<file path="config.mk">
export PLATFORM = sky130hd
export DESIGN_NAME = gse_seq
export DESIGN_NICKNAME = d
export VERILOG_FILES = /design/src/sv/gse_pkg.sv /design/src/sv/gse_seq.sv
export SDC_FILE = /design/constraint.sdc
export NUM_CORES = 1
export LEC_CHECK = 0
export BUFFER_PORTS_ARGS = -buffer_cell sky130_fd_sc_hd__buf_2
export CAP_MARGIN = 30
export CORE_MARGIN = 4
export CORE_UTILIZATION = 40
export DETAILED_ROUTE_END_ITERATION = 10
export GPL_TIMING_DRIVEN = 0
export HOLD_SLACK_MARGIN = 0.1
export PLACE_DENSITY = 0.67
export SLEW_MARGIN = 20
export SYNTH_ARGS = -nofsm -noshare
export SYNTH_HDL_FRONTEND = slang
export SYNTH_SLANG_ARGS = --single-unit
</file>
<file path="constraint.sdc">
create_clock -name clk_i -period 5 [get_ports clk_i]
set_input_delay 1 -clock clk_i [delete_from_list [all_inputs] [get_ports clk_i]]
set_output_delay 1 -clock clk_i [all_outputs]
set_load 0.1 [all_outputs]
</file>
<file path="src/sv/gse_pkg.sv">
// Shared types, constants and microcode ROM for the golden-section search block.
// No dependencies; imported by every other module.
package gse_pkg;

  localparam int unsigned MAX_ITER_DEFAULT  = 64;
  localparam int unsigned FRAC_BITS_DEFAULT = 16;
  localparam logic [30:0] TOL_RESET         = 31'd66;
  localparam int unsigned APB_AW            = 4;
  localparam int unsigned UPC_W             = 5;

  // microcode entry points
  localparam logic [UPC_W-1:0] UA_IDLE = 5'd0;
  localparam logic [UPC_W-1:0] UA_LOOP = 5'd11;
  localparam logic [UPC_W-1:0] UA_MID  = 5'd18;

  // register index, byte address is 4 * index
  typedef enum logic [1:0] {
    REG_TOLERANCE = 2'd0,
    REG_SEEK_MAX  = 2'd1,
    REG_FUNC_SEL  = 2'd2
  } reg_idx_e;

  typedef enum logic [3:0] {
    OP_NOP   = 4'd0,
    OP_LOAD  = 4'd1,
    OP_WIDTH = 4'd2,
    OP_MULW  = 4'd3,
    OP_MULSQ = 4'd4,
    OP_ROUND = 4'd5,
    OP_XINIT = 4'd6,
    OP_XNEW  = 4'd7,
    OP_FWR   = 4'd8,
    OP_CMP   = 4'd9,
    OP_MID   = 4'd10,
    OP_FOUT  = 4'd11
  } dp_op_e;

  typedef enum logic [1:0] {
    XS_X1   = 2'd0,
    XS_X2   = 2'd1,
    XS_SIDE = 2'd2,
    XS_MID  = 2'd3
  } xsel_e;

  typedef enum logic [1:0] {
    FS_F1   = 2'd0,
    FS_F2   = 2'd1,
    FS_SIDE = 2'd2
  } fsel_e;

  typedef enum logic [2:0] {
    SEQ_NEXT     = 3'd0,
    SEQ_JUMP     = 3'd1,
    SEQ_WAIT_IN  = 3'd2,
    SEQ_WAIT_OUT = 3'd3,
    SEQ_EXIT     = 3'd4
  } seq_e;

  typedef struct packed {
    dp_op_e           op;
    xsel_e            xsel;
    fsel_e            fsel;
    seq_e             seq;
    logic [UPC_W-1:0] target;
  } ucode_t;

  typedef struct packed {
    logic [30:0] tolerance;
    logic        seek_maximum;
    logic        function_select;
  } cfg_t;

  typedef struct packed {
    logic done;      // width within tolerance or count at cap
    logic out_busy;  // result register full and stalled
  } dp_flags_t;

  // round(0.6180339887 * 2^fb), from the 32-bit golden fraction
  function automatic logic [31:0] golden_frac(input int unsigned fb);
    logic [63:0] g;
    g = (64'd2654435769 + (64'd1 << (31 - fb))) >> (32 - fb);
    return g[31:0];
  endfunction

  function automatic ucode_t mk(input dp_op_e op, input xsel_e xs, input fsel_e fs,
                                input seq_e sq, input logic [UPC_W-1:0] tgt);
    ucode_t w;
    w.op     = op;
    w.xsel   = xs;
    w.fsel   = fs;
    w.seq    = sq;
    w.target = tgt;
    return w;
  endfunction

  // Program: set up x1/x2 and f1/f2, then one narrowing iteration per pass of
  // steps 11..17, leaving at step 12 once the width test passes or the count
  // reaches the cap.
  function automatic ucode_t ucode_word(input logic [UPC_W-1:0] addr);
    ucode_t w;
    unique case (addr)
      5'd0:    w = mk(OP_LOAD,  XS_X1,   FS_F1,   SEQ_WAIT_IN,  UA_IDLE);
      5'd1:    w = mk(OP_WIDTH, XS_X1,   FS_F1,   SEQ_NEXT,     UA_IDLE);
      5'd2:    w = mk(OP_MULW,  XS_X1,   FS_F1,   SEQ_NEXT,     UA_IDLE);
      5'd3:    w = mk(OP_ROUND, XS_X1,   FS_F1,   SEQ_NEXT,     UA_IDLE);
      5'd4:    w = mk(OP_XINIT, XS_X1,   FS_F1,   SEQ_NEXT,     UA_IDLE);
      5'd5:    w = mk(OP_MULSQ, XS_X1,   FS_F1,   SEQ_NEXT,     UA_IDLE);
      5'd6:    w = mk(OP_ROUND, XS_X1,   FS_F1,   SEQ_NEXT,     UA_IDLE);
      5'd7:    w = mk(OP_FWR,   XS_X1,   FS_F1,   SEQ_NEXT,     UA_IDLE);
      5'd8:    w = mk(OP_MULSQ, XS_X2,   FS_F1,   SEQ_NEXT,     UA_IDLE);
      5'd9:    w = mk(OP_ROUND, XS_X2,   FS_F1,   SEQ_NEXT,     UA_IDLE);
      5'd10:   w = mk(OP_FWR,   XS_X2,   FS_F2,   SEQ_NEXT,     UA_IDLE);
      5'd11:   w = mk(OP_CMP,   XS_X1,   FS_F1,   SEQ_NEXT,     UA_IDLE);
      5'd12:   w = mk(OP_MULW,  XS_X1,   FS_F1,   SEQ_EXIT,     UA_MID);
      5'd13:   w = mk(OP_ROUND, XS_X1,   FS_F1,   SEQ_NEXT,     UA_IDLE);
      5'd14:   w = mk(OP_XNEW,  XS_X1,   FS_F1,   SEQ_NEXT,     UA_IDLE);
      5'd15:   w = mk(OP_MULSQ, XS_SIDE, FS_F1,   SEQ_NEXT,     UA_IDLE);
      5'd16:   w = mk(OP_ROUND, XS_SIDE, FS_F1,   SEQ_NEXT,     UA_IDLE);
      5'd17:   w = mk(OP_FWR,   XS_SIDE, FS_SIDE, SEQ_JUMP,     UA_LOOP);
      5'd18:   w = mk(OP_MID,   XS_MID,  FS_F1,   SEQ_NEXT,     UA_IDLE);
      5'd19:   w = mk(OP_MULSQ, XS_MID,  FS_F1,   SEQ_NEXT,     UA_IDLE);
      5'd20:   w = mk(OP_ROUND, XS_MID,  FS_F1,   SEQ_NEXT,     UA_IDLE);
      5'd21:   w = mk(OP_FOUT,  XS_MID,  FS_F1,   SEQ_WAIT_OUT, UA_IDLE);
      default: w = mk(OP_NOP,   XS_X1,   FS_F1,   SEQ_JUMP,     UA_IDLE);
    endcase
    return w;
  endfunction

endpackage

</file>
<file path="src/sv/gse_seq.sv">
// Microcode sequencer: step counter, ROM lookup and conditional jumps.
// Depends on gse_pkg for the ROM and control word types.
module gse_seq import gse_pkg::*; (
  input  logic      clk_i,
  input  logic      rst_ni,
  input  logic      in_valid_i,
  input  dp_flags_t flags_i,
  output ucode_t    ctrl_o,
  output logic      in_fire_o
);

  logic [UPC_W-1:0] upc_q, upc_d;
  ucode_t           ctrl;

  assign ctrl      = ucode_word(upc_q);
  assign ctrl_o    = ctrl;
  assign in_fire_o = in_valid_i && (ctrl.seq == SEQ_WAIT_IN);

  always_comb begin
    unique case (ctrl.seq)
      SEQ_NEXT:     upc_d = upc_q + UPC_W'(1);
      SEQ_JUMP:     upc_d = ctrl.target;
      SEQ_WAIT_IN:  upc_d = in_fire_o ? upc_q + UPC_W'(1) : upc_q;
      SEQ_WAIT_OUT: upc_d = flags_i.out_busy ? upc_q : ctrl.target;
      SEQ_EXIT:     upc_d = flags_i.done ? ctrl.target : upc_q + UPC_W'(1);
      default:      upc_d = UA_IDLE;
    endcase
  end

  always_ff @(posedge clk_i or negedge rst_ni) begin
    if (!rst_ni) begin
      upc_q <= UA_IDLE;
    end else begin
      upc_q <= upc_d;
    end
  end

endmodule

</file>
==> impl_results.md <==
* Area of the multi-input gates at about 550 sq um
* Die Wd at between 50 and 60 um
* Cts-stage hold buffer count at 0
* Via count at just over 700
* Die area at ~2600 sq um
* Met2 wire length at approximately 920 um
* CP endpoint: ctrl_o[12]
* Total grt overflow at 0
* Drt pass-1 iters at 4
* Routability cong. at slightly below 0.8
* Starting Density at 0.431
* Worst Setup End Kind: output pin
* Total Routing Usage GR at 0.146
* Worst EP arrival at roughly 2.2 ns
* Ys async rst share at 1.00
* Worst-path cell chain: inv_1 -> ha_1 -> mux4_2 -> o21ai_0 -> buf_2
* Slew Limit Fails at 0
* Worst R2R End: upc_q[0]$_DFFE_PN0P_
* Outcome: complete, no violations
* Synth cell types at 39
* CP Data Required Time at around 4.0 ns
* Initial antenna violation count at 0
* Post_cts resized at 0
* Cell at the root of the clock tree: clkbuf_4
* CTS tree: done
* Die height at between 50 and 60 um
* Top Metal Used: met3
* ANT nets after route at 0
* Setup Skew at about 0.0014 ns
* Synth Register Bits at 5
* Number of global-route vias before repair at 740
* Min-Delay Path Class: input pin to async pin
* DP Worst Slack at 2.05 ns
* Post-Route WL at ~1700 um
* Net Count, Synth at between 100 and 150
* WS Path Type: flip-flop to output pin
* Fmax at 314 MHz
* First-pass GRT wire length at around 3000 um
* Commonest cells after routing, fill and taps aside: buf_2 (21), inv_1 (9), nand2_1 (9), ha_1 (9), a21oi_1 (7)
* Crit-path leading delay family: buffers and inverters
* Worst-case clock buffer depth at 2
* Final setup violation count at 0
* Clk sink count at 5
* Max-cap viol count at 0
* Largest register by flop count: upc_q
* Commonest non-fill, non-tap cell in the layout: buf_2
* Unrepaired setup endpoints after global routing: false
* H-tree lvl count at 1
* Vias per cell at about 5
* Register area at approximately 130 sq um
* Synth Instances at between 90 and 100
* Total of fill cells in the finished design at 180
* Drt first-iter violations at 17
* Max reg flops at 5
* PnR worst setup slack at roughly 1.8 ns
* Setup bufs post-CTS at 0
* Clock Latency Late Sink at 0.24 ns
* Diodes inserted at 0
* Stages on worst setup path at 5
* Total CTS buffers at 3
* Clock transition at the registers of the reported paths at 0.04 ns
* Reg2reg start: upc_q[1]$_DFFE_PN0P_
* Bufs and invs on worst path at 2
* IO Count at 22
* Core ar. at about 1700 sq um
* Final-stage net count at about 130
* Main synth FF type: dfrtp_1
* Largest registers: upc_q x5
* Final period utilization at 0.637
* Yosys warns at 0
* Sequential share of the synthesized area at 0.166
* Post-synth EDFFs at 0
* Post-DR wirelength/cell at between 10 and 15 um
* TNS Setup at 0 ns
* Final worst path period need at 3.19 ns
* Area growth syn-to-layout at 22.6%
* Crit-path max cell delay at between 0.5 and 0.6 ns
* Reg2Reg Depth at 6
* Largest net degree at the start of global routing at 11
* Startpoint Class: flip-flop
* M1 WL at 731 um
* Met3 wire len at between 30 and 40 um
* Crit path from: upc_q[1]$_DFFE_PN0P_
* Post-DP HPWL at about 1400 um
* Rows at 15
* PortBufs at 20
* Share of cells above drive strength 1 at 0.356
* Crit-path slowest cell: dfrtp_1
* Final hold vios at 0
* Mapped cell area at ~750 sq um
* Post-route DRC violation count at 0
* Average size of a mapped cell at approximately 8.0 sq um
* R2R setup slack at 3.01 ns
* CP max FO at 10
cell type report:
type                       count  area share
multi-input combinational     71       0.594
sequential                     5       0.136
timing repair buffer          20       0.109
buffer                         8      0.0583
inverter                      10      0.0407
tap                           25      0.0339
clock buffer                   4      0.0285
metal layers:
layer / global-route usage / up-vias
li1: - / 382
met1: 0.184 / 326
met2: 0.265 / 9
met3: 0 / 0
met4: 0.0524 / 0
met5: 0 / -
cell families after synthesis:
logic type	after synthesis	synth area share
other	1	0.00499
adder cells (fa/ha/maj)	9	0.150
AND/OR/NAND/NOR	28	0.230
buffers and inverters	18	0.121
XOR/XNOR	1	0.0116
AO/OA/AOI/OAI	30	0.273
flip-flops	5	0.166
multiplexers	2	0.0433
how the worst min path moves through the flow:
stage               depth (start not counted)                  from  slack (ns)                   end
floorplan                                   2  upc_q[0]$_DFFE_PN0P_        0.67  upc_q[0]$_DFFE_PN0P_
global placement                            2  upc_q[0]$_DFFE_PN0P_        0.76  upc_q[0]$_DFFE_PN0P_
detailed placement                          2  upc_q[0]$_DFFE_PN0P_        0.75  upc_q[0]$_DFFE_PN0P_
CTS                                         1                rst_ni        0.55  upc_q[4]$_DFFE_PN0P_
global route                                1                rst_ni        0.55  upc_q[4]$_DFFE_PN0P_
finish                                      1                rst_ni        0.56  upc_q[4]$_DFFE_PN0P_
synth_stat cells, types with 2 or more instances:
master,number,area share
o21ai_0,5,0.033
o22ai_1,3,0.025
a21o_1,4,0.040
nand2b_1,4,0.033
buf_4,6,0.060
nand2_1,9,0.045
a211oi_1,2,0.020
inv_1,9,0.045
dfrtp_1,5,0.17
a21oi_1,7,0.047
nor2_1,4,0.020
ha_1,9,0.15
through the flow:
step / hold WS, ns / cell area, sq um / instances / utilization
final: 0.564 / 922 / 143 / 0.528
after global routing: 0.553 / 922 / 143 / 0.528
after CTS: 0.554 / 922 / 143 / 0.528
after detailed placement: 0.755 / 896 / 139 / 0.513
after global placement: 0.760 / 896 / 139 / 0.513
after floorplan: 0.670 / 764 / 94 / -
Power is not shown: default switching activity piles up to over one toggle a cycle in this logic, so the estimate is an artifact.
