$ cat config.mk
export PLATFORM = sky130hd
export DESIGN_NAME = gse_cfg
export DESIGN_NICKNAME = d
export VERILOG_FILES = /design/src/sv/gse_pkg.sv /design/src/sv/gse_cfg.sv
export SDC_FILE = /design/constraint.sdc
export NUM_CORES = 1
export LEC_CHECK = 0
export ABC_AREA = 1
export BUFFER_PORTS_ARGS = -buffer_cell sky130_fd_sc_hd__buf_2
export CAP_MARGIN = 20
export CORE_MARGIN = 2
export CORE_UTILIZATION = 39
export CTS_BUF_LIST = sky130_fd_sc_hd__clkbuf_4 sky130_fd_sc_hd__clkbuf_8
export DETAILED_ROUTE_END_ITERATION = 8
export PLACE_DENSITY = 0.77
export SYNTH_ARGS = -nofsm -noshare
export SYNTH_HDL_FRONTEND = slang
export SYNTH_SLANG_ARGS = --single-unit
$ cat constraint.sdc
create_clock -name clk_i -period 0.8 [get_ports clk_i]
set_clock_uncertainty 0.1 [all_clocks]
set_input_delay 0.16 -clock clk_i [delete_from_list [all_inputs] [get_ports clk_i]]
set_output_delay 0.16 -clock clk_i [all_outputs]
set_load 0.01 [all_outputs]
$ cat src/sv/gse_pkg.sv
// Shared types, constants and microcode ROM for the golden-section search block.
// No dependencies; imported by every other module.
package gse_pkg;

  localparam int unsigned MAX_ITER_DEFAULT  = 64;
  localparam int unsigned FRAC_BITS_DEFAULT = 16;
  localparam logic [30:0] TOL_RESET         = 31'd66;
  localparam int unsigned APB_AW            = 4;
  localparam int unsigned UPC_W             = 5;

  // microcode entry points
  localparam logic [UPC_W-1:0] UA_IDLE = 5'd0;
  localparam logic [UPC_W-1:0] UA_LOOP = 5'd11;
  localparam logic [UPC_W-1:0] UA_MID  = 5'd18;

  // register index, byte address is 4 * index
  typedef enum logic [1:0] {
    REG_TOLERANCE = 2'd0,
    REG_SEEK_MAX  = 2'd1,
    REG_FUNC_SEL  = 2'd2
  } reg_idx_e;

  typedef enum logic [3:0] {
    OP_NOP   = 4'd0,
    OP_LOAD  = 4'd1,
    OP_WIDTH = 4'd2,
    OP_MULW  = 4'd3,
    OP_MULSQ = 4'd4,
    OP_ROUND = 4'd5,
    OP_XINIT = 4'd6,
    OP_XNEW  = 4'd7,
    OP_FWR   = 4'd8,
    OP_CMP   = 4'd9,
    OP_MID   = 4'd10,
    OP_FOUT  = 4'd11
  } dp_op_e;

  typedef enum logic [1:0] {
    XS_X1   = 2'd0,
    XS_X2   = 2'd1,
    XS_SIDE = 2'd2,
    XS_MID  = 2'd3
  } xsel_e;

  typedef enum logic [1:0] {
    FS_F1   = 2'd0,
    FS_F2   = 2'd1,
    FS_SIDE = 2'd2
  } fsel_e;

  typedef enum logic [2:0] {
    SEQ_NEXT     = 3'd0,
    SEQ_JUMP     = 3'd1,
    SEQ_WAIT_IN  = 3'd2,
    SEQ_WAIT_OUT = 3'd3,
    SEQ_EXIT     = 3'd4
  } seq_e;

  typedef struct packed {
    dp_op_e           op;
    xsel_e            xsel;
    fsel_e            fsel;
    seq_e             seq;
    logic [UPC_W-1:0] target;
  } ucode_t;

  typedef struct packed {
    logic [30:0] tolerance;
    logic        seek_maximum;
    logic        function_select;
  } cfg_t;

  typedef struct packed {
    logic done;      // width within tolerance or count at cap
    logic out_busy;  // result register full and stalled
  } dp_flags_t;

  // round(0.6180339887 * 2^fb), from the 32-bit golden fraction
  function automatic logic [31:0] golden_frac(input int unsigned fb);
    logic [63:0] g;
    g = (64'd2654435769 + (64'd1 << (31 - fb))) >> (32 - fb);
    return g[31:0];
  endfunction

  function automatic ucode_t mk(input dp_op_e op, input xsel_e xs, input fsel_e fs,
                                input seq_e sq, input logic [UPC_W-1:0] tgt);
    ucode_t w;
    w.op     = op;
    w.xsel   = xs;
    w.fsel   = fs;
    w.seq    = sq;
    w.target = tgt;
    return w;
  endfunction

  // Program: set up x1/x2 and f1/f2, then one narrowing iteration per pass of
  // steps 11..17, leaving at step 12 once the width test passes or the count
  // reaches the cap.
  function automatic ucode_t ucode_word(input logic [UPC_W-1:0] addr);
    ucode_t w;
    unique case (addr)
      5'd0:    w = mk(OP_LOAD,  XS_X1,   FS_F1,   SEQ_WAIT_IN,  UA_IDLE);
      5'd1:    w = mk(OP_WIDTH, XS_X1,   FS_F1,   SEQ_NEXT,     UA_IDLE);
      5'd2:    w = mk(OP_MULW,  XS_X1,   FS_F1,   SEQ_NEXT,     UA_IDLE);
      5'd3:    w = mk(OP_ROUND, XS_X1,   FS_F1,   SEQ_NEXT,     UA_IDLE);
      5'd4:    w = mk(OP_XINIT, XS_X1,   FS_F1,   SEQ_NEXT,     UA_IDLE);
      5'd5:    w = mk(OP_MULSQ, XS_X1,   FS_F1,   SEQ_NEXT,     UA_IDLE);
      5'd6:    w = mk(OP_ROUND, XS_X1,   FS_F1,   SEQ_NEXT,     UA_IDLE);
      5'd7:    w = mk(OP_FWR,   XS_X1,   FS_F1,   SEQ_NEXT,     UA_IDLE);
      5'd8:    w = mk(OP_MULSQ, XS_X2,   FS_F1,   SEQ_NEXT,     UA_IDLE);
      5'd9:    w = mk(OP_ROUND, XS_X2,   FS_F1,   SEQ_NEXT,     UA_IDLE);
      5'd10:   w = mk(OP_FWR,   XS_X2,   FS_F2,   SEQ_NEXT,     UA_IDLE);
      5'd11:   w = mk(OP_CMP,   XS_X1,   FS_F1,   SEQ_NEXT,     UA_IDLE);
      5'd12:   w = mk(OP_MULW,  XS_X1,   FS_F1,   SEQ_EXIT,     UA_MID);
      5'd13:   w = mk(OP_ROUND, XS_X1,   FS_F1,   SEQ_NEXT,     UA_IDLE);
      5'd14:   w = mk(OP_XNEW,  XS_X1,   FS_F1,   SEQ_NEXT,     UA_IDLE);
      5'd15:   w = mk(OP_MULSQ, XS_SIDE, FS_F1,   SEQ_NEXT,     UA_IDLE);
      5'd16:   w = mk(OP_ROUND, XS_SIDE, FS_F1,   SEQ_NEXT,     UA_IDLE);
      5'd17:   w = mk(OP_FWR,   XS_SIDE, FS_SIDE, SEQ_JUMP,     UA_LOOP);
      5'd18:   w = mk(OP_MID,   XS_MID,  FS_F1,   SEQ_NEXT,     UA_IDLE);
      5'd19:   w = mk(OP_MULSQ, XS_MID,  FS_F1,   SEQ_NEXT,     UA_IDLE);
      5'd20:   w = mk(OP_ROUND, XS_MID,  FS_F1,   SEQ_NEXT,     UA_IDLE);
      5'd21:   w = mk(OP_FOUT,  XS_MID,  FS_F1,   SEQ_WAIT_OUT, UA_IDLE);
      default: w = mk(OP_NOP,   XS_X1,   FS_F1,   SEQ_JUMP,     UA_IDLE);
    endcase
    return w;
  endfunction

endpackage

$ cat src/sv/gse_cfg.sv
// APB-style register file: tolerance, seek_maximum, function_select.
// Depends on gse_pkg for cfg_t, register indexes and reset values.
module gse_cfg import gse_pkg::*; (
  input  logic              clk_i,
  input  logic              rst_ni,
  input  logic              psel,
  input  logic              penable,
  input  logic              pwrite,
  input  logic [APB_AW-1:0] paddr,
  input  logic [31:0]       pwdata,
  output logic [31:0]       prdata,
  output logic              pready,
  output cfg_t              cfg_o
);

  cfg_t     cfg_q;
  reg_idx_e idx;
  logic     wr_en;

  assign pready = 1'b1;
  assign idx    = reg_idx_e'(paddr[3:2]);
  assign wr_en  = psel && penable && pwrite && pready;
  assign cfg_o  = cfg_q;

  always_ff @(posedge clk_i or negedge rst_ni) begin
    if (!rst_ni) begin
      cfg_q.tolerance       <= TOL_RESET;
      cfg_q.seek_maximum    <= 1'b0;
      cfg_q.function_select <= 1'b0;
    end else if (wr_en) begin
      unique case (idx)
        REG_TOLERANCE: cfg_q.tolerance       <= pwdata[30:0];
        REG_SEEK_MAX:  cfg_q.seek_maximum    <= pwdata[0];
        REG_FUNC_SEL:  cfg_q.function_select <= pwdata[0];
        default: ;
      endcase
    end
  end

  always_comb begin
    unique case (idx)
      REG_TOLERANCE: prdata = {1'b0, cfg_q.tolerance};
      REG_SEEK_MAX:  prdata = {31'd0, cfg_q.seek_maximum};
      REG_FUNC_SEL:  prdata = {31'd0, cfg_q.function_select};
      default:       prdata = '0;
    endcase
  end

endmodule

==> impl_metrics.py, run 1 <==
metrics = {
    "synthesis": {
        "synthCells": 223,
        "synth_area_leaders": "dfrtp_1 (46%), nand2_1 (21%), nor2_1 (7.4%)",
        "synth_common_cells": "nand2_1 (92), nor2_1 (33), dfrtp_1 (31), inv_1 (30), nand2_2 (11)",
        "synth_edf_count": 0,
        "synth_top_area_frac": 0.462,
        "ys_seq_elements": 33,
        "async_reset_ff_frac": 1.00,
        "ys_seq_area_frac": 0.494,
        "synth.most_common_cell": "nand2_1",
        "yosysWarnings": 0,
        "synth.net_count": 264,
        "synth_top_area_cell": "dfrtp_1",
        "synth_cell_type_count": 17,
        "synth_area_per_cell_um2": 7.52,
        "synth_area_mm2": 0.00168,
        "ys.flop_type": "dfrtp_1",
    },
    "power_and_ir_drop": {
        "p_leak_uw": 0.00183,
        "p_per_area_mw_per_mm2": 1830,
        "ir_drop_v": 0.00110,
        "finalPower_uw": 6140,
    },
    "worst_setup_path": {
        "cp_slowest_cell": "dfstp_2",
        "cp-start-kind": "register",
        "crit_fanout": 2,
        "crit_chain": "inv_2 > nor2_4 > buf_6",
        "r2r_slack_ns": -0.19,
        "arrival_ns": 1.05,
        "max_stage_delay_ns": 0.55,
        "cp-end-kind": "output port",
        "required_ns": 0.54,
        "critPathKind": "register to output port",
    },
    "run_status": {
        "failed_checks": "hold timing, setup timing",
        "status": "finished, violations left",
    },
    "cts": {
        "clk_latency_ns": 0.28,
        "clk_pin_slew_ns": 0.07,
        "root_buffer": "clkbuf_8",
        "htreeDepth": 2,
        "cts_buffers": 5,
        "cts.path.max_buffers": 2,
        "cts_sinks": 33,
        "hold_buffers": 3,
        "tritoncts": "built",
    },
    "grt": {
        "grt_usage": 0.220,
        "grt_pass1_wl_mm": 8.40,
        "grtUsageMet3": 0.0596,
        "grt_max_degree": 34,
        "grt-ovfl-total": 0,
        "use_met2": 0.393,
        "top_usage_layer": "met2",
        "antenna_found_initial": 0,
        "grt_pass1_vias": 1821,
        "use_met1": 0.246,
    },
    "place": {
        "hpwl_mm": 3.17,
        "place_inst": 375,
        "port_buffers": 101,
        "gp_congestion": 0.772,
        "place_ws_ns": -0.396,
    },
    "floorplanning": {
        "std_cell_rows": 23,
        "start_util": 0.414,
        "die-area_mm2": 0.00484,
        "ios": 107,
        "die_y_um": 69.6,
        "core_mm2": 0.00406,
        "die_x_um": 69.6,
    },
    "layout": {
        "largest_register_ffs": 33,
        "area_growth_pct": 99.4,
        "final_util": 0.825,
        "antenna_cells": 0,
        "instances_no_fill": 411,
        "drive_above_1_share": 0.720,
        "fin_nets": 401,
    },
    "routing": {
        "postRouteAntennaNets": 0,
        "vias": 1867,
        "routed_wl_mm": 5.46,
        "vias_per_cell": 4.54,
        "drt_iter0_drc": 88,
        "wl_per_cell_um": 13.3,
        "drc": 0,
        "drt_first_pass_iters": 4,
    },
    "timing": {
        "fin_crit_ns": 1.31,
        "tns_ns": -26.05,
        "slew_violations": 0,
        "rsz0062_at_grt": "yes",
        "fmax_mhz": 761,
        "setup_viol": 96,
        "timing.final.ws_setup_ns": -0.514,
        "hold_violations": 25,
        "whs_ns": -0.0292,
        "period_share": 1.64,
    },
    "run": {
        "max_cap_viol_count": 0,
    },
    "hold_path": {
        "min_path_type": "input port to register",
    },
}
worst paths after layout:
| kind | start | to | cells after the start |
|---|---|---|---|
| min in group asynchronous | rst_ni | cfg_o[29]$_DFFE_PN0P_ | 3 |
| min reg2reg | cfg_o[8]$_DFFE_PN1P_ | cfg_o[8]$_DFFE_PN1P_ | 2 |
| max reg2reg | cfg_o[31]$_DFFE_PN0P_ | cfg_o[31]$_DFFE_PN0P_ | 4 |
| min | pwdata[7] | cfg_o[9]$_DFFE_PN0P_ | 3 |
| max | cfg_o[3]$_DFFE_PN1P_ | prdata[1] | 3 |
| max in group asynchronous | rst_ni | cfg_o[8]$_DFFE_PN1P_ | 3 |
cell usage in the layout (no fill, tap or decap), types with 2 or more instances in the layout:
| master | instances |
|---|---|
| dlygate4sd3_1 | 3 |
| nor2_1 | 2 |
| dfrtp_1 | 31 |
| buf_2 | 73 |
| nand2_1 | 55 |
| inv_1 | 6 |
| buf_8 | 2 |
| nor2_4 | 24 |
| nand2_4 | 11 |
| nand3_1 | 2 |
| inv_2 | 24 |
| clkbuf_8 | 7 |
| conb_1 | 2 |
| buf_4 | 17 |
| buf_12 | 8 |
| nor2_2 | 8 |
| buf_16 | 3 |
| dfstp_2 | 2 |
| nand2_8 | 3 |
| nand2_2 | 36 |
| buf_6 | 35 |
stage by stage:
step / cell area [µm²] / hold WS, ns
final: 3350 / -0.0292
after global routing: 3350 / -0.0384
after detailed placement: 2540 / 0.0323
after CTS: 3140 / -0.0368
after global placement: 2540 / 0.0299
after floorplan: 1970 / -0.236
layout make-up:
type / instances / area, µm²
sequential: 33 / 828
fill: 240 / 712
multi-input combinational: 146 / 1010
clock buffer: 7 / 96.3
timing repair buffer: 141 / 1190
inverter: 33 / 155
tap: 50 / 62.6
clock inverter: 1 / 5.00
metal layers:
| layer | part of all wire | up-vias | wire length [µm] |
|---|---|---|---|
| met5 | 0 | - | 0 |
| met4 | 0.020 | 0 | 108 |
| met3 | 0.064 | 13 | 350 |
| met2 | 0.54 | 77 | 2960 |
| met1 | 0.37 | 873 | 2030 |
| li1 | - | 904 | - |
power breakdown:
group	leakage [µW]	internal (µW)	switching [µW]
clock	0.0000542	778	619
combinational	0.00136	1190	1210
sequential	0.000415	2030	317
repair_timing:
| action | in CTS | in global routing |
|---|---|---|
| cloned | 3 | 0 |
| setup endpoints to repair | 95 | 95 |
| setup buffers | 15 | 11 |
| pin swaps | 24 | 27 |
| gates resized for setup | 55 | 50 |
| endpoints found under the hold margin | 63 | 24 |
logic make-up (layout without fill, tap and decap cells):
family / after synthesis / in the layout / share of synthesized area
buffers and inverters: 44 / 182 / 0.134
flip-flops: 33 / 33 / 0.494
other: 2 / 2 / 0.00448
AND/OR/NAND/NOR: 144 / 144 / 0.368
worst max-delay path, delay by kind of cell (launching register included):
family	cells	cell delay, ns
buf+inv	2	0.14
flops	1	0.55
simple gates	1	0.07
No activity file was read; power rests on OpenSTA's default activity.
==> run 2: changes to the inputs <==
==> constraint.sdc (replaced) <==
create_clock -name clk_i -period 0.8 [get_ports clk_i]
set_clock_uncertainty 0.1 [all_clocks]
set_input_delay 0.12 -clock clk_i [delete_from_list [all_inputs] [get_ports clk_i]]
set_output_delay 0.12 -clock clk_i [all_outputs]
set_load 0.01 [all_outputs]
==> run 2 against run 1 <==
Against the previous run: the run still ends with hold timing, setup timing left; setup slack improved by 0.020 ns; sequential power increased by 2%; total power is 0.10% higher; first-iteration DRC count down 52%; sequential share of layout area is 0.19 points higher; critical path depth unchanged; register-to-register slack improved by 0.06 ns; worst hold slack got worse by 0.025 ns; combinational power increased by 3%; flip-flop and latch count did not move; clock-buffer cell count unchanged; via count grew 1.7%; largest cell class unchanged; highest routed layer unchanged.
==> impl_metrics.py, run 2 (synthesized netlist as in run 1, its figures left out) <==
metrics = {
    "timing": {
        "timing.final.ws_setup_ns": -0.494,
        "fin_crit_ns": 1.29,
        "period_share": 1.62,
        "slew_violations": 0,
        "rsz0062_at_grt": "yes",
        "fmax_mhz": 773,
        "setup_viol": 82,
        "whs_ns": -0.0541,
        "hold_violations": 13,
    },
    "worst_setup_path": {
        "max_stage_delay_ns": 0.56,
        "critPathKind": "register to output port",
        "arrival_ns": 1.07,
        "required_ns": 0.58,
        "cp-start-kind": "register",
        "cp-end-kind": "output port",
        "cp_slowest_cell": "dfstp_2",
        "crit_family": "flip-flops",
        "crit_chain": "inv_2 > nor2_4 > buf_6",
        "crit_fanout": 3,
        "crit_buf_inv": 2,
    },
    "routing": {
        "drt_first_pass_iters": 4,
        "drc": 0,
        "wl_per_cell_um": 13.6,
        "top_layer": "met4",
        "postRouteAntennaNets": 0,
        "wl_met2_mm": 3.24,
        "vias_per_cell": 4.53,
        "routed_wl_mm": 5.71,
        "wl_met3_um": 263,
        "met1_length_mm": 2.10,
        "vias": 1899,
        "drt_iter0_drc": 42,
    },
    "run_status": {
        "status": "finished, violations left",
        "failed_checks": "hold timing, setup timing",
    },
    "grt": {
        "grt_pass1_vias": 1768,
        "grt_max_degree": 32,
        "grt_usage": 0.203,
        "antenna_found_initial": 0,
        "grt-ovfl-total": 0,
        "grt_pass1_wl_mm": 7.87,
    },
    "cts": {
        "clk_latency_ns": 0.28,
        "cts_sinks": 33,
        "root_buffer": "clkbuf_8",
        "cts.path.max_buffers": 2,
        "clk_pin_slew_ns": 0.06,
        "htreeDepth": 2,
        "hold_buffers": 19,
        "tritoncts": "built",
        "cts_buffers": 5,
    },
    "floorplanning": {
        "ios": 107,
        "die-area_mm2": 0.00484,
        "core_mm2": 0.00406,
        "std_cell_rows": 23,
        "die_x_um": 69.6,
        "die_y_um": 69.6,
        "start_util": 0.414,
    },
    "layout": {
        "largest_register_ffs": 33,
        "final_area_mm2": 0.00332,
        "fin_nets": 410,
        "mostFrequentLayoutCell": "nand2_1",
        "seq_area_um2": 828,
        "n_fill_cell": 251,
        "drive_above_1_share": 0.640,
        "multi_input_area_um2": 938,
        "mostFrequentLayoutCells": "nand2_1 (74), buf_2 (63), buf_6 (51)",
        "antenna_cells": 0,
        "area_growth_pct": 97.9,
    },
    "place": {
        "port_buffers": 101,
        "gp_congestion": 0.793,
        "hpwl_mm": 3.34,
        "place_area_mm2": 0.00254,
    },
    "power_and_ir_drop": {
        "ir_drop_v": 0.00114,
        "p_per_area_mw_per_mm2": 1850,
        "p_leak_uw": 0.00175,
        "finalPower_uw": 6140,
    },
    "run": {
        "max_cap_viol_count": 0,
    },
    "hold_path": {
        "min_path_type": "input port to register",
    },
}
==> run 2: cell types whose count changed in the layout (fill, tap and decap cells not counted), sizes merged <==
cell | previous run | this run
buf | 138 | 128
clkbuf | 7 | 8
clkinv | 1 | 0
dlygate4sd3 | 3 | 18
dlymetal6s4s | 0 | 1
nand2 | 105 | 107
==> run 2: worst register-to-register path, cell delays in order, from the launching register on <==
cell     delay (ns)
dfstp_2        0.56
buf_4          0.12
nand2_2        0.04
nand2_2        0.06
==> run 2: layout make-up <==
cell class / count / area share
Inverter: 33 / 0.0381
Timing Repair Buffer: 148 / 0.384
Sequential cell: 33 / 0.249
Tap cell: 50 / 0.0188
Multi-Input combinational cell: 148 / 0.283
Clock buffer: 7 / 0.0271
==> run 2: path summary, 6_finish.rpt <==
check | start | slack, ns | cells after the start | endpoint
hold / removal | pwdata[16] | -0.05 | 3 | cfg_o[18]$_DFFE_PN0P_
hold reg to reg | cfg_o[8]$_DFFE_PN1P_ | 0.40 | 2 | cfg_o[8]$_DFFE_PN1P_
setup / recovery | cfg_o[3]$_DFFE_PN1P_ | -0.49 | 3 | prdata[1]
max in group asynchronous | rst_ni | 0.13 | 3 | cfg_o[13]$_DFFE_PN0P_
setup reg to reg | cfg_o[3]$_DFFE_PN1P_ | -0.13 | 3 | cfg_o[3]$_DFFE_PN1P_
min in group asynchronous | rst_ni | 0.26 | 2 | cfg_o[3]$_DFFE_PN1P_
==> run 2: layer usage <==
| layer | track usage | vias up |
|---|---|---|
| met1 | 0.217 | 886 |
| met4 | 0.0741 | 0 |
| li1 | - | 925 |
| met3 | 0.0378 | 11 |
| met2 | 0.391 | 77 |
| met5 | 0 | - |
==> run 2: per-stage QoR <==
| stage | TNS, ns | instances | setup slack (ns) | util | hold WS (ns) |
|---|---|---|---|---|---|
| floorplan | -0.252 | 223 | -0.105 | - | -0.276 |
| global placement | -15.00 | 380 | -0.251 | 0.626 | 0.00330 |
| detailed placement | -16.31 | 380 | -0.282 | 0.626 | 0.00799 |
| CTS | -20.10 | 411 | -0.483 | 0.748 | -0.0550 |
| global route | -23.41 | 419 | -0.524 | 0.818 | -0.0461 |
| finish | -20.94 | 419 | -0.494 | 0.818 | -0.0541 |
==> run 2: timing repair <==
action                                 4_1_cts  5_1_grt
resized for setup                           52       51
buffers inserted                             5       16
setup endpoints to repair                   73       96
cloned                                       0        3
pin swaps                                   15       26
endpoints found under the hold margin       64       13
==> run 2: power breakdown <==
part / total (µW) / internal (µW) / switching, µW
clock: 1280 / 716 / 560
combinational: 2480 / 1280 / 1190
sequential: 2390 / 2030 / 365
total: 6140 / 4030 / 2120
==> run 3: changes to the inputs <==
--- a/config.mk
+++ b/config.mk
@@ -9,10 +9,10 @@
 export BUFFER_PORTS_ARGS = -buffer_cell sky130_fd_sc_hd__buf_2
 export CAP_MARGIN = 20
 export CORE_MARGIN = 2
-export CORE_UTILIZATION = 39
-export CTS_BUF_LIST = sky130_fd_sc_hd__clkbuf_4 sky130_fd_sc_hd__clkbuf_8
+export CORE_UTILIZATION = 35
+export CTS_BUF_LIST = sky130_fd_sc_hd__clkbuf_16
 export DETAILED_ROUTE_END_ITERATION = 8
-export PLACE_DENSITY = 0.77
+export PLACE_DENSITY = 0.71
 export SYNTH_ARGS = -nofsm -noshare
 export SYNTH_HDL_FRONTEND = slang
 export SYNTH_SLANG_ARGS = --single-unit
==> run 3 against run 2 <==
Against the previous run: final cell count fell by 0.72%; total power rose by 12%; critical endpoint unchanged; non-clock buffer count down 9; the run still ends with hold timing, setup timing left; largest power group unchanged; sequential power is essentially flat; wire length fell by 7.5%; die area grew 11%; via count is 4.1% lower; register-to-register slack better by 0.02 ns.
==> impl_metrics.py, run 3 (synthesized netlist as in run 1, its figures left out) <==
metrics = {
    "layout": {
        "multi_input_area_um2": 976,
        "n_fill_cell": 350,
        "mostFrequentLayoutCell": "nand2_1",
        "final_area_mm2": 0.00333,
        "mostFrequentLayoutCells": "nand2_1 (71), buf_2 (70), buf_6 (49)",
        "fin_nets": 402,
        "largest_register_ffs": 33,
        "seq_area_um2": 828,
        "drive_above_1_share": 0.671,
        "antenna_cells": 0,
        "area_growth_pct": 98.2,
    },
    "timing": {
        "setup_viol": 81,
        "whs_ns": -0.0519,
        "slew_violations": 0,
        "period_share": 1.59,
        "fin_crit_ns": 1.27,
        "fmax_mhz": 786,
        "tns_ns": -19.50,
        "timing.final.ws_setup_ns": -0.472,
        "hold_violations": 26,
        "rsz0062_at_grt": "yes",
    },
    "place": {
        "place_ws_ns": -0.297,
        "hpwl_mm": 3.17,
        "place_area_mm2": 0.00259,
        "port_buffers": 101,
        "gp_congestion": 0.735,
    },
    "grt": {
        "top_usage_layer": "met2",
        "grt-ovfl-total": 0,
        "use_met1": 0.209,
        "grt_pass1_vias": 1691,
        "grt_max_degree": 34,
        "grtUsageMet3": 0.0414,
        "grt_usage": 0.177,
        "grt_pass1_wl_mm": 7.31,
        "antenna_found_initial": 0,
        "use_met2": 0.316,
    },
    "cts": {
        "hold_buffers": 6,
        "cts_buffers": 5,
        "cts_sinks": 33,
        "cts.path.max_buffers": 2,
        "root_buffer": "clkbuf_16",
        "htreeDepth": 2,
        "clk_latency_ns": 0.27,
        "clk_pin_slew_ns": 0.05,
        "tritoncts": "built",
    },
    "run_status": {
        "failed_checks": "hold timing, setup timing",
        "status": "finished, violations left",
    },
    "power_and_ir_drop": {
        "p_per_area_mw_per_mm2": 2070,
        "ir_drop_v": 0.00114,
        "p_sw_uw": 2190,
        "p_sw_frac": 0.317,
        "finalPower_uw": 6890,
        "p_leak_uw": 0.00173,
        "combPwrFrac": 0.349,
        "seq_power_share": 0.346,
        "clkPwrFrac": 0.305,
        "p_int_uw": 4700,
    },
    "worst_setup_path": {
        "arrival_ns": 1.05,
        "r2r_slack_ns": -0.11,
        "cp_slowest_cell": "dfstp_2",
        "max_stage_delay_ns": 0.55,
        "critPathKind": "register to output port",
        "crit_start": "cfg_o[3]$_DFFE_PN1P_",
        "cp-end-kind": "output port",
        "crit_chain": "inv_2 > nor2_4 > buf_6",
        "crit_buf_inv": 2,
        "crit_fanout": 3,
        "r2r_start": "cfg_o[8]$_DFFE_PN1P_",
        "cp-start-kind": "register",
        "required_ns": 0.58,
        "crit_family": "flip-flops",
    },
    "floorplanning": {
        "die_y_um": 73.2,
        "ios": 107,
        "core_mm2": 0.00466,
        "die_x_um": 73.2,
        "std_cell_rows": 25,
        "die-area_mm2": 0.00536,
        "start_util": 0.360,
    },
    "routing": {
        "vias_per_cell": 4.38,
        "drc": 0,
        "vias": 1821,
        "wl_per_cell_um": 12.7,
        "routed_wl_mm": 5.28,
        "drt_first_pass_iters": 4,
        "drt_iter0_drc": 84,
        "postRouteAntennaNets": 0,
    },
    "hold_path": {
        "min_from": "pwdata[5]",
        "min_path_type": "input port to register",
    },
    "run": {
        "max_cap_viol_count": 0,
    },
}
run 3: final cells by class:
| cell class | instances | share of cell area |
|---|---|---|
| clock inverter | 3 | 0.0113 |
| timing repair buffer | 139 | 0.349 |
| tap | 54 | 0.0203 |
| sequential | 33 | 0.249 |
| inverter | 33 | 0.0395 |
| clock buffer | 5 | 0.0376 |
| multi-input combinational | 149 | 0.293 |
run 3: tightest hold or removal path: stages:
cell     delay, ns
buf_2         0.07
nand2_1       0.04
nand2_1       0.04
run 3: final timing paths:
| kind | endpoint | depth (start not counted) |
|---|---|---|
| max | prdata[1] | 3 |
| min reg2reg | cfg_o[3]$_DFFE_PN1P_ | 2 |
| max reg2reg | cfg_o[8]$_DFFE_PN1P_ | 3 |
| min in group asynchronous | cfg_o[19]$_DFFE_PN0P_ | 3 |
| max in group asynchronous | cfg_o[3]$_DFFE_PN1P_ | 3 |
| min | cfg_o[7]$_DFFE_PN0P_ | 3 |
run 3: routing by layer:
layer / vias up / part of all wire / wire (µm)
li1: 918 / - / -
met5: - / 0 / 0
met1: 833 / 0.39 / 2050
met2: 66 / 0.55 / 2910
met3: 4 / 0.056 / 294
met4: 0 / 0.0061 / 32
run 3: through the flow:
stage | std cells | util
3_5_place_dp | 388 | 0.555
4_1_cts | 405 | 0.648
3_3_place_gp | 388 | 0.555
6_report | 416 | 0.714
2_1_floorplan | 223 | -
5_1_grt | 416 | 0.714
run 3: power groups by stage:
stage / Clock (µW) / Combinational [µW] / Sequential (µW)
after floorplan: 0 / 798 / 2460
after global placement: 0 / 1780 / 2310
after detailed placement: 0 / 1840 / 2310
after CTS: 2150 / 2090 / 2340
after global routing: 2200 / 2640 / 2430
final: 2100 / 2400 / 2380
run 3: repair_timing:
| action | CTS | global route |
|---|---|---|
| gates cloned | 0 | 4 |
| pin swaps | 8 | 21 |
| endpoints found under the setup margin | 78 | 95 |
| setup buffers | 5 | 12 |
| hold endpoints to repair | 64 | 26 |
| gates resized for setup | 53 | 55 |
